--- src/rtl/core/ipf_pkg.sv ---
`timescale 1ns / 1ps
// ----------------------------------------------------------------------------
// IP prefix filter package
// Shared command and status codes, the stored entry layout and the
// compare unit result.
// ----------------------------------------------------------------------------
package ipf_pkg;

    localparam logic [1:0] CMD_ADD    = 2'd0;
    localparam logic [1:0] CMD_REMOVE = 2'd1;
    localparam logic [1:0] CMD_CHECK  = 2'd2;
    localparam logic [1:0] CMD_CLEAR  = 2'd3;

    localparam logic [2:0] STS_OK         = 3'd0;
    localparam logic [2:0] STS_DUPLICATE  = 3'd1;
    localparam logic [2:0] STS_FULL       = 3'd2;
    localparam logic [2:0] STS_NOT_FOUND  = 3'd3;
    localparam logic [2:0] STS_BAD_PREFIX = 3'd4;

    localparam logic [7:0] V4_MAX_PREFIX = 8'd32;
    localparam logic [7:0] V6_MAX_PREFIX = 8'd128;

    // One stored filter; addresses are kept normalised (IPv4 upper bits zero)
    typedef struct packed {
        logic        family;
        logic [7:0]  prefix;
        logic [63:0] addr_upper;
        logic [63:0] addr_lower;
    } ipf_entry_t;

    localparam int ENTRY_W = $bits(ipf_entry_t);

    typedef struct packed {
        logic hit;   // same family and equal under the entry's prefix mask
        logic same;  // same family, prefix and full address
    } ipf_cmp_t;

endpackage

--- src/rtl/core/ip_prefix_allow_block_filter_core.sv ---
`timescale 1ns / 1ps
// ----------------------------------------------------------------------------
// IP prefix allow/block filter core
// Two CIDR tables (allow, block) of ENTRIES slots in one RAM, scanned one
// slot per cycle through a single compare unit.
// ----------------------------------------------------------------------------
// An add scans the selected list, a check the block list and then the allow
// list; remove, clear and an add with a bad prefix go straight to the result.
// One item at a time; the RAM read port and the compare unit take one slot a
// cycle. A new item is taken as soon as the sequencer is idle, while a result
// still waits in the output register.
// Reset clears the valid bits at once; entry storage is not cleared.
module ip_prefix_allow_block_filter_core
    import ipf_pkg::*;
#(
    parameter int ENTRIES = 16
) (
    input  logic         clk,
    input  logic         rst_n,
    input  logic         s_tvalid,
    output logic         s_tready,
    // cmd[1:0], list_sel[2], is_ipv6[3], address_upper[67:4],
    // address_lower[131:68], prefix_length[139:132], entry_index[143:140]
    input  logic [143:0] s_tdata,
    output logic         m_tvalid,
    input  logic         m_tready,
    // status[2:0], allowed[3], slot_out[7:4]
    output logic [7:0]   m_tdata
);

    localparam int SW = (ENTRIES > 1) ? $clog2(ENTRIES) : 1;
    localparam int AW = SW + 1;
    localparam logic [SW-1:0] SLOT_LAST = SW'(ENTRIES - 1);

    typedef enum logic [1:0] {
        ST_IDLE,
        ST_SCAN,
        ST_FINISH
    } state_t;

    state_t        state_reg;
    logic [ENTRIES-1:0] valid_reg [0:1];

    // latched command
    logic [1:0]    cmd_reg;
    logic          lsel_reg;
    logic          fam_reg;
    logic [63:0]   au_reg;
    logic [63:0]   al_reg;
    logic [7:0]    plen_reg;
    logic [3:0]    idx_reg;

    // sequencer
    logic          bad_prefix_reg;
    logic          list_reg;
    logic [SW-1:0] slot_reg;
    logic          issue_done_reg;
    logic          rd_vld_reg;
    logic          rd_list_reg;
    logic [SW-1:0] rd_slot_reg;
    logic          dup_reg;
    logic          free_found_reg;
    logic [SW-1:0] free_slot_reg;
    logic          blk_hit_reg;
    logic          alw_hit_reg;

    logic [2:0]    status_reg;
    logic          allowed_reg;
    logic [3:0]    slot_out_reg;
    logic          m_tvalid_reg;

    logic [2:0]    status_next;
    logic          allowed_next;
    logic [3:0]    slot_out_next;

    logic          in_acc;
    logic          out_free;
    logic          res_load;
    logic          in_fam;
    logic [7:0]    in_plen;
    logic          ram_we;
    logic          ram_re;
    logic [ENTRY_W-1:0] ram_rdata;
    ipf_entry_t    wr_entry;
    ipf_entry_t    rd_entry;
    ipf_cmp_t      cmp_res;
    logic          idx_ok;
    logic [SW-1:0] idx_slot;
    logic          rm_ok;

    assign s_tready = (state_reg == ST_IDLE);
    assign in_acc   = s_tvalid && s_tready;
    assign out_free = !m_tvalid_reg || m_tready;
    assign res_load = (state_reg == ST_FINISH) && out_free;
    assign in_fam   = s_tdata[3];
    assign in_plen  = s_tdata[139:132];

    assign m_tvalid = m_tvalid_reg;
    assign m_tdata  = {slot_out_reg, allowed_reg, status_reg};

    assign idx_ok   = (32'(idx_reg) < ENTRIES);
    assign idx_slot = SW'(idx_reg);
    assign rm_ok    = idx_ok && valid_reg[lsel_reg][idx_slot];

    assign wr_entry.family     = fam_reg;
    assign wr_entry.prefix     = plen_reg;
    assign wr_entry.addr_upper = au_reg;
    assign wr_entry.addr_lower = al_reg;
    assign rd_entry            = ram_rdata;

    assign ram_re = (state_reg == ST_SCAN) && !issue_done_reg;
    assign ram_we = (state_reg == ST_FINISH) && out_free && (cmd_reg == CMD_ADD)
                    && !bad_prefix_reg && !dup_reg && free_found_reg;

    ipf_ram #(
        .WIDTH (ENTRY_W),
        .DEPTH (2 ** AW)
    ) u_ram (
        .clk   (clk),
        .we    (ram_we),
        .waddr ({lsel_reg, free_slot_reg}),
        .wdata (wr_entry),
        .re    (ram_re),
        .raddr ({list_reg, slot_reg}),
        .rdata (ram_rdata)
    );

    ipf_cmp u_cmp (
        .entry      (rd_entry),
        .family     (fam_reg),
        .prefix     (plen_reg),
        .addr_upper (au_reg),
        .addr_lower (al_reg),
        .result     (cmp_res)
    );

    // Result fields of the finished command
    always_comb
    begin
        status_next   = STS_OK;
        allowed_next  = 1'b0;
        slot_out_next = '0;
        unique case (cmd_reg)
            CMD_ADD:
            begin
                if (bad_prefix_reg)
                begin
                    status_next = STS_BAD_PREFIX;
                end
                else if (dup_reg)
                begin
                    status_next = STS_DUPLICATE;
                end
                else if (!free_found_reg)
                begin
                    status_next = STS_FULL;
                end
                else
                begin
                    slot_out_next = 4'(free_slot_reg);
                end
            end
            CMD_REMOVE:
            begin
                if (!rm_ok)
                begin
                    status_next = STS_NOT_FOUND;
                end
            end
            CMD_CHECK:
            begin
                allowed_next = !blk_hit_reg || alw_hit_reg;
            end
            CMD_CLEAR:
            begin
                status_next = STS_OK;
            end
            default:
            begin
                status_next = STS_OK;
            end
        endcase
    end

    // Latch the command; normalise IPv4 addresses
    always_ff @(posedge clk)
    begin
        if (in_acc)
        begin
            cmd_reg  <= s_tdata[1:0];
            lsel_reg <= s_tdata[2];
            fam_reg  <= in_fam;
            au_reg   <= in_fam ? s_tdata[67:4] : 64'd0;
            al_reg   <= in_fam ? s_tdata[131:68] : {32'd0, s_tdata[99:68]};
            plen_reg <= in_plen;
            idx_reg  <= s_tdata[143:140];
        end
    end

    always_ff @(posedge clk or negedge rst_n)
    begin
        if (!rst_n)
        begin
            state_reg      <= ST_IDLE;
            valid_reg[0]   <= '0;
            valid_reg[1]   <= '0;
            bad_prefix_reg <= 1'b0;
            list_reg       <= 1'b0;
            slot_reg       <= '0;
            issue_done_reg <= 1'b0;
            rd_vld_reg     <= 1'b0;
            rd_list_reg    <= 1'b0;
            rd_slot_reg    <= '0;
            dup_reg        <= 1'b0;
            free_found_reg <= 1'b0;
            free_slot_reg  <= '0;
            blk_hit_reg    <= 1'b0;
            alw_hit_reg    <= 1'b0;
            status_reg     <= STS_OK;
            allowed_reg    <= 1'b0;
            slot_out_reg   <= '0;
            m_tvalid_reg   <= 1'b0;
        end
        else
        begin
            if (res_load)
            begin
                m_tvalid_reg <= 1'b1;
                status_reg   <= status_next;
                allowed_reg  <= allowed_next;
                slot_out_reg <= slot_out_next;
            end
            else if (m_tready)
            begin
                m_tvalid_reg <= 1'b0;
            end
            unique case (state_reg)
                ST_IDLE:
                begin
                    if (in_acc)
                    begin
                        bad_prefix_reg <= in_fam ? (in_plen > V6_MAX_PREFIX)
                                                 : (in_plen > V4_MAX_PREFIX);
                        // check scans the block list first, then the allow list
                        list_reg       <= (s_tdata[1:0] == CMD_CHECK) ? 1'b1 : s_tdata[2];
                        slot_reg       <= '0;
                        issue_done_reg <= 1'b0;
                        rd_vld_reg     <= 1'b0;
                        dup_reg        <= 1'b0;
                        free_found_reg <= 1'b0;
                        blk_hit_reg    <= 1'b0;
                        alw_hit_reg    <= 1'b0;
                        if ((s_tdata[1:0] == CMD_CHECK) ||
                            ((s_tdata[1:0] == CMD_ADD) &&
                             !(in_fam ? (in_plen > V6_MAX_PREFIX)
                                      : (in_plen > V4_MAX_PREFIX))))
                        begin
                            state_reg <= ST_SCAN;
                        end
                        else
                        begin
                            state_reg <= ST_FINISH;
                        end
                    end
                end
                ST_SCAN:
                begin
                    if (!issue_done_reg)
                    begin
                        rd_vld_reg  <= 1'b1;
                        rd_list_reg <= list_reg;
                        rd_slot_reg <= slot_reg;
                        if (slot_reg == SLOT_LAST)
                        begin
                            slot_reg <= '0;
                            if ((cmd_reg == CMD_CHECK) && list_reg)
                            begin
                                list_reg <= 1'b0;
                            end
                            else
                            begin
                                issue_done_reg <= 1'b1;
                            end
                        end
                        else
                        begin
                            slot_reg <= slot_reg + 1'b1;
                        end
                    end
                    else
                    begin
                        rd_vld_reg <= 1'b0;
                    end

                    if (rd_vld_reg)
                    begin
                        if (valid_reg[rd_list_reg][rd_slot_reg])
                        begin
                            if (cmp_res.same)
                            begin
                                dup_reg <= 1'b1;
                            end
                            if (cmp_res.hit)
                            begin
                                if (rd_list_reg)
                                begin
                                    blk_hit_reg <= 1'b1;
                                end
                                else
                                begin
                                    alw_hit_reg <= 1'b1;
                                end
                            end
                        end
                        else if (!free_found_reg)
                        begin
                            free_found_reg <= 1'b1;
                            free_slot_reg  <= rd_slot_reg;
                        end
                    end

                    if (issue_done_reg && !rd_vld_reg)
                    begin
                        state_reg <= ST_FINISH;
                    end
                end
                ST_FINISH:
                begin
                    if (out_free)
                    begin
                        state_reg <= ST_IDLE;
                        if (ram_we)
                        begin
                            valid_reg[lsel_reg][free_slot_reg] <= 1'b1;
                        end
                        else if ((cmd_reg == CMD_REMOVE) && rm_ok)
                        begin
                            valid_reg[lsel_reg][idx_slot] <= 1'b0;
                        end
                        else if (cmd_reg == CMD_CLEAR)
                        begin
                            valid_reg[0] <= '0;
                            valid_reg[1] <= '0;
                        end
                    end
                end
                default:
                begin
                    state_reg <= ST_IDLE;
                end
            endcase
        end
    end

    // A result is only loaded from the final sequencer step
    a_result_from_finish: assert property (@(posedge clk) disable iff (!rst_n)
        $rose(m_tvalid_reg) |-> $past(state_reg == ST_FINISH))
        else $error("result raised outside the finish step");

    // Never overwrite a slot that is in use
    a_write_free_slot: assert property (@(posedge clk) disable iff (!rst_n)
        ram_we |-> !valid_reg[lsel_reg][free_slot_reg])
        else $error("add wrote over a valid slot");

    // Read data returns only while scanning
    a_read_in_scan: assert property (@(posedge clk) disable iff (!rst_n)
        rd_vld_reg |-> (state_reg == ST_SCAN))
        else $error("read data pending outside a scan");

    // Clear empties both lists
    a_clear_empties: assert property (@(posedge clk) disable iff (!rst_n)
        (state_reg == ST_FINISH && out_free && cmd_reg == CMD_CLEAR)
        |=> (valid_reg[0] == '0 && valid_reg[1] == '0))
        else $error("clear left valid entries");

endmodule

--- src/rtl/core/ipf_ram.sv ---
`timescale 1ns / 1ps
// ----------------------------------------------------------------------------
// IP prefix filter RAM
// Generic simple dual-port RAM, one write port and one registered read port.
// ----------------------------------------------------------------------------
module ipf_ram #(
    parameter int WIDTH = 8,
    parameter int DEPTH = 2
) (
    input  logic                     clk,
    input  logic                     we,
    input  logic [$clog2(DEPTH)-1:0] waddr,
    input  logic [WIDTH-1:0]         wdata,
    input  logic                     re,
    input  logic [$clog2(DEPTH)-1:0] raddr,
    output logic [WIDTH-1:0]         rdata
);

    logic [WIDTH-1:0] mem [0:DEPTH-1];

    always_ff @(posedge clk)
    begin
        if (we)
        begin
            mem[waddr] <= wdata;
        end
        if (re)
        begin
            rdata <= mem[raddr];
        end
    end

endmodule

--- src/rtl/core/ipf_cmp.sv ---
`timescale 1ns / 1ps
// ----------------------------------------------------------------------------
// IP prefix filter compare unit
// Compares one stored entry with the command's address under the entry's
// prefix mask, and checks for an identical entry.
// ----------------------------------------------------------------------------
module ipf_cmp
    import ipf_pkg::*;
(
    input  ipf_entry_t  entry,
    input  logic        family,
    input  logic [7:0]  prefix,
    input  logic [63:0] addr_upper,
    input  logic [63:0] addr_lower,
    output ipf_cmp_t    result
);

    logic [127:0] mask;
    logic [127:0] diff;
    logic [31:0]  mask_v4;
    logic         fam_eq;

    always_comb
    begin
        mask_v4 = ~(32'hFFFF_FFFF >> entry.prefix);
        if (entry.family)
        begin
            mask = ~({128{1'b1}} >> entry.prefix);
        end
        else
        begin
            mask = {96'd0, mask_v4};
        end
        diff   = {addr_upper, addr_lower} ^ {entry.addr_upper, entry.addr_lower};
        fam_eq = (entry.family == family);
        result.hit  = fam_eq && ((diff & mask) == '0);
        result.same = fam_eq && (entry.prefix == prefix) && (diff == '0);
    end

endmodule
--- config.mk ---
export PLATFORM = sky130hd
export DESIGN_NAME = ip_prefix_allow_block_filter_core
export DESIGN_NICKNAME = d
export VERILOG_FILES = /design/src/rtl/core/ipf_pkg.sv /design/src/rtl/core/ip_prefix_allow_block_filter_core.sv /design/src/rtl/core/ipf_ram.sv /design/src/rtl/core/ipf_cmp.sv
export SDC_FILE = /design/constraint.sdc
export NUM_CORES = 2
export LEC_CHECK = 0
export ABC_AREA = 0
export BUFFER_PORTS_ARGS = -buffer_cell sky130_fd_sc_hd__buf_2
export CAP_MARGIN = 30
export CORE_ASPECT_RATIO = 1.1
export CORE_UTILIZATION = 50
export DETAILED_ROUTE_END_ITERATION = 8
export GPL_TIMING_DRIVEN = 0
export PLACE_DENSITY = 0.72
export SLEW_MARGIN = 5
export SYNTH_ARGS = -nofsm -noshare
export SYNTH_HDL_FRONTEND = slang
export SYNTH_HIERARCHICAL = 1
export SYNTH_MEMORY_MAX_BITS = 65536
export SYNTH_SLANG_ARGS = --single-unit
--- constraint.sdc ---
create_clock -name clk -period 26.7 [get_ports clk]
set_input_delay 0 -clock clk [delete_from_list [all_inputs] [get_ports clk]]
set_output_delay 0 -clock clk [all_outputs]
set_load 0.05 [all_outputs]
# Word level (Yosys, flattened, before mapping)
# Memories as Yosys holds them, arrays and structs flattened. A register that Yosys moved wholly into a read port is not among the register bits.
# Index checks and enable logic that the tools add are counted.
# W data, S select, Z words.
[totals] output_inout_bits=10 regBits=208 n_memories=1 word_cells=198 inputBits=148 ramBits=4384
[op_classes] n_reduce_logical=47 eq_ne=22 magnitude_cmp=10 bitwise=12 n_addsub=1 n_mux=76 n_shift=2
[mem_list] memory="u_ram.mem" words=32 word_bits=137 read_ports=1 rd_ports_with_merged_regs=1 wr=1 line_no="ipf_ram.sv:19" source="logic [WIDTH-1:0] mem [0:DEPTH-1];"
[op_table] operator="$logic_not A128 Y1" n=2
[op_table] operator="$and A128 B128 Y128" n=1
[op_table] operator="$mux W128" n=1
[op_table] operator="$mux W16" n=8
[op_table] operator="$not A128 Y128" n=1
[op_table] operator="$shr A128 B8 Y128 const A" n=1
[op_table] operator="$xor A128 B128 Y128" n=1
[op_table] operator="$mux W32" n=3
[op_table] operator="$not A32 Y32" n=2
[op_table] operator="$mux W1" n=33
[op_table] operator="$and A32 B32 Y32" n=1
[op_table] operator="$demux W16 S1" n=2
[op_table] operator="$or A32 B32 Y32" n=1
[op_table] operator="$shr A32 B8 Y32 const A" n=1
[op_table] operator="$mux W4" n=7
[op_table] operator="$logic_and A1 B1 Y1" n=17
[op_table] operator="$ne A2 B2 Y1 const B" n=8
[op_table] operator="$lt A4 B5 Y1 const B" n=3
[op_table] operator="$mux W2" n=7
[op_table] operator="$pmux W1 S2" n=7
[op_table] operator="$reduce_and A6 Y1" n=2
[op_table] operator="$ne A2 B1 Y1 const B" n=5
[op_table] operator="$reduce_and A5 Y1" n=2
[op_table] operator="$reduce_and A3 Y1" n=3
[op_table] operator="26 further kinds" n=51

# Logic depth before layout (Yosys ltp)
[logic_depth] depth_word=10 ltp_mapped=13 depth_no_buf=10

# Modules after synthesis
# Netlist, hierarchy kept.
[modules_own_cells] mod="ipf_ram" n_inst=1 area_each_um2=167674.6 seq_area_each_um2=135760.2 cells_each=7010
[modules_own_cells] mod="ip_prefix_allow_block_filter_core" n_inst=1 area_each_um2=8593.2 seq_area_each_um2=5925.7 cells_each=636
[modules_own_cells] mod="ipf_cmp" n_inst=1 area_each_um2=3448.3 seq_area_each_um2=0.0 cells_each=513

# Worst setup path before layout
# OpenSTA, ideal clock, no wires.
[synth_timing] path_type="reg-to-reg" from="register cmd_reg[0]" to="memory u_ram/mem[12][0] in the netlist's numbering (enable)" setup_slack_ps=18297 synth_period_minus_slack_ps=8403 required_ps=26064 n_path_buf=1 arrival_time_ps=7767 path_stages_with_launch=7 setup_ps=636 cell_sequence="edfxtp_1 or4_1 or3_4 inv_6 or3b_2 clkbuf_1 nor2_1"
[synth_between] elab_chain_len=7
[synth_lines] element="start: declaration" line_no="ip_prefix_allow_block_filter_core.sv:45" source="logic [1:0] cmd_reg;"
[synth_lines] element="start signal: assignment" line_no="ip_prefix_allow_block_filter_core.sv:190" source="cmd_reg <= s_tdata[1:0];"
[synth_lines] element="$logic_not A2 Y1" line_no="ip_prefix_allow_block_filter_core.sv:112" source="assign ram_we = (state_reg == ST_FINISH) && out_free && (cmd_reg == CMD_ADD)"
[synth_lines] element="$logic_and A1 B1 Y1" line_no="ip_prefix_allow_block_filter_core.sv:112"
[synth_lines] element="$logic_and A1 B1 Y1 (3 in a row)" line_no="ip_prefix_allow_block_filter_core.sv:113" source="&& !bad_prefix_reg && !dup_reg && free_found_reg;"
[synth_lines] element="net ram_we" line_no="ip_prefix_allow_block_filter_core.sv:81" source="logic ram_we;"
[synth_lines] element="$mux W1" line_no="ipf_ram.sv:23" source="if (we)"
[synth_lines] element="$mux W1 (implied by the code)" line_no="ipf_ram.sv:25" source="mem[waddr] <= wdata;"
[synth_lines] element="end: declaration" line_no="ipf_ram.sv:19"
# The timed path passes the listed nets, and every way through them passes these cells.

==> reports/metrics.csv <==
metric;value;unit
outcome;finished, final reports clean;
synth-seq-area-share;0.7884;
startpoint;au_reg[47]$_SDFFCE_PN0P_;
grt_pass1_vias;92780;
ir_drop;0.06348;mV
ant_nets;0;
synth_area_per_cell;22.03;um2
post_cts_resized;0;
worstSetupPathType;register to register;
synth_top_area_share;0.7795;
stdcell_count;14590;
leakagePower;0.06615;uW
gp_congestion;0.8855;
dpl_worst_slack;21490;ps
cp-end-kind;register;
power.total;20060;uW
setup_viol;0;
cts_tree;yes;
ys.flop_type;edfxtp_1;
yosysWarnings;6;
start_util;0.5032;
dieHeight;630.8;um
slew_headroom;0.2601;
maxCapViolCount;0;
detailed_place.area;192200;um2
avgRoutedWirePerCell;33.91;um
syn_area;179700;um2
io_buffer_count;157;
place_hpwl;325.4;mm
clk_pin_slew;70;ps
worstPathMaxFanout;33;
rsz0062_at_grt;no;
ys_top_cells_by_area;edfxtp_1, mux4_2, mux2i_1;
fin_ws;21500;ps
setup_tns;0;ps
largest_reg_flops;4384;
cts.sinks;4729;
finalCritPeriodShare;0.1948;
grt_pass1_wl;689.9;mm
final_area;212100;um2
nNetsFinal;9579;
hold_viol_final;0;
postSynthCellCount;8159;
fp.coreArea;357100;um2
reg_top3;u_ram/mem x4384, u_ram/rdata x137;
dieArea;361800;um2
start_kind;register;
async_flop_share;0.01353;
cts_max_path_buffers;4;
drive_gt1_frac;0.2533;
first_iter_violations;12770;
fin_skew;68.08;ps
regMostFlops;u_ram/mem;
cp.arrival;6070;ps
synth_edf_count;4665;
ys_ff_latch;4729;
grt_usage;0.2686;
core.rowCount;230;
hold_class;input port to register;
pin_count;158;
antenna_found_initial;30;
synth_nets;8308;
fmax;192.2;MHz
die_w;573.6;um
pwr_density_cell;94.60;nW/um2
synth.distinct_cells;91;
synthToLayoutAreaGrowth;18.01;%
grt_max_degree;65;
dp_cells;13340;
worstMarginPinSlew;1110;ps
yosys.area.top_type;edfxtp_1;
wl;494.8;mm
r2r-start;au_reg[47]$_SDFFCE_PN0P_;
drt_pass1_iterations;6;
hp-start;s_tdata[31];
cp.required;27570;ps
routed_via_density;6.418;
remaining_drc_errors;0;
cts_made_buffers;438;
vias;93660;
overflow;0;
insertion_delay;1000;ps
htree_levels;5;
maxSlewViolCount;0;
cts_root_buf;clkbuf_16;
min_period;5202;ps
through the flow:
step | hold WS [ps] | utilization
after floorplan | -295.6 | -
after global placement | 177.1 | 0.5221
after detailed placement | 36.76 | 0.5380
after CTS | 8.729 | 0.5862
after global routing | 72.81 | 0.5937
final | 46.53 | 0.5939
final timing paths:
check                                            end  slack [ps]  cells past startpoint
hold reg to reg            status_reg[2]$_DFFE_PN0N_         460                      2
min in group asynchronous  valid_reg[20]$_DFFE_PN0P_         220                      4
setup reg to reg             alw_hit_reg$_DFFE_PN0P_       21500                     10
hold / removal              au_reg[27]$_SDFFCE_PN0P_          50                      3
setup / recovery             alw_hit_reg$_DFFE_PN0P_       21500                     10
max in group asynchronous  valid_reg[29]$_DFFE_PN0P_       26150                      4
layer usage:
metal	share of wire	global-route usage
met1	0.36	0.3510
met2	0.49	0.4389
met3	0.10	0.05206
met4	0.051	0.1242
met5	0.000081	0
cells in the mapped netlist (10+ instances only):
cell type and number:
o21ai_1 10, a31oi_1 10, buf_1 28, a21oi_1 98, a22oi_1 205, clkbuf_1 158, nand3_1 82, xnor2_1 56
xor2_1 84, inv_1 15, nor3_1 19, nor2b_1 12, and2_1 106, buf_2 176, dfrtp_1 64, o21ai_0 53
buf_4 79, nor4_1 125, edfxtp_1 4665, buf_6 11, nand4_1 52, nand3b_1 12, o22ai_1 444, nand2b_1 15
a211oi_1 20, mux4_2 968, mux2i_1 289, nand2_1 59, nor2_1 89
placed cells by master, fill, tap and decap left out, drive strengths merged, types with 52 or more instances in the layout:
cell type and n:
a21oi 100, a22oi 205, and2 107, buf 823
clkbuf 698, clkinv 203, dfrtp 64, dlygate4sd3 301
edfxtp 4665, mux2i 289, mux4 968, nand2 62
nand3 82, nand4 52, nor2 92, nor4 126
o21ai 63, o22ai 444, xnor2 56, xor2 84
layout make-up:
type	count	area, um2
plain buffers	453	2326
clock buffers	538	11500
clock inverters	276	2670
well taps	4756	5951
multi-input cells	2960	35930
fillers	24240	145000
flip-flops and latches	4729	141700
inverters	17	76.32
repair buffers	831	11860
diodes	34	85.08
kinds of logic (layout without fill, tap and decap cells):
logic type	Yosys count	in the layout	share of synthesized area
AOI/OAI and AO/OA	912	912	0.03326
xor gates and xnor gates	140	140	0.006823
adders and majority gates	3	3	0.0001810
buffers and inverters	470	2115	0.01319
DFF	4729	4729	0.7884
muxes	1263	1263	0.1378
other	0	34	0
and+or+nand+nor	642	642	0.02039
timing repair:
action	in CTS	in global routing
hold buffers	301	0
buffers inserted	0	0
hold endpoints to repair	251	0
setup endpoints to repair	0	0
report_power, final:
part | switching (uW) | internal [uW]
clock network | 2720 | 3480
registers | 213 | 8700
logic | 3040 | 1920
total | 5970 | 14100
critical path: stages, from the launching register on:
cell and delay (ps):
edfxtp_1 960, xor2_1 350, nor4_1 970, a21boi_0 200, a2111oi_0 630, nand4_1 280, o31ai_1 450, o2111a_1 690
and3_1 290, a31oi_1 110, nor2_1 110
(Power assumes the default switching activity.)
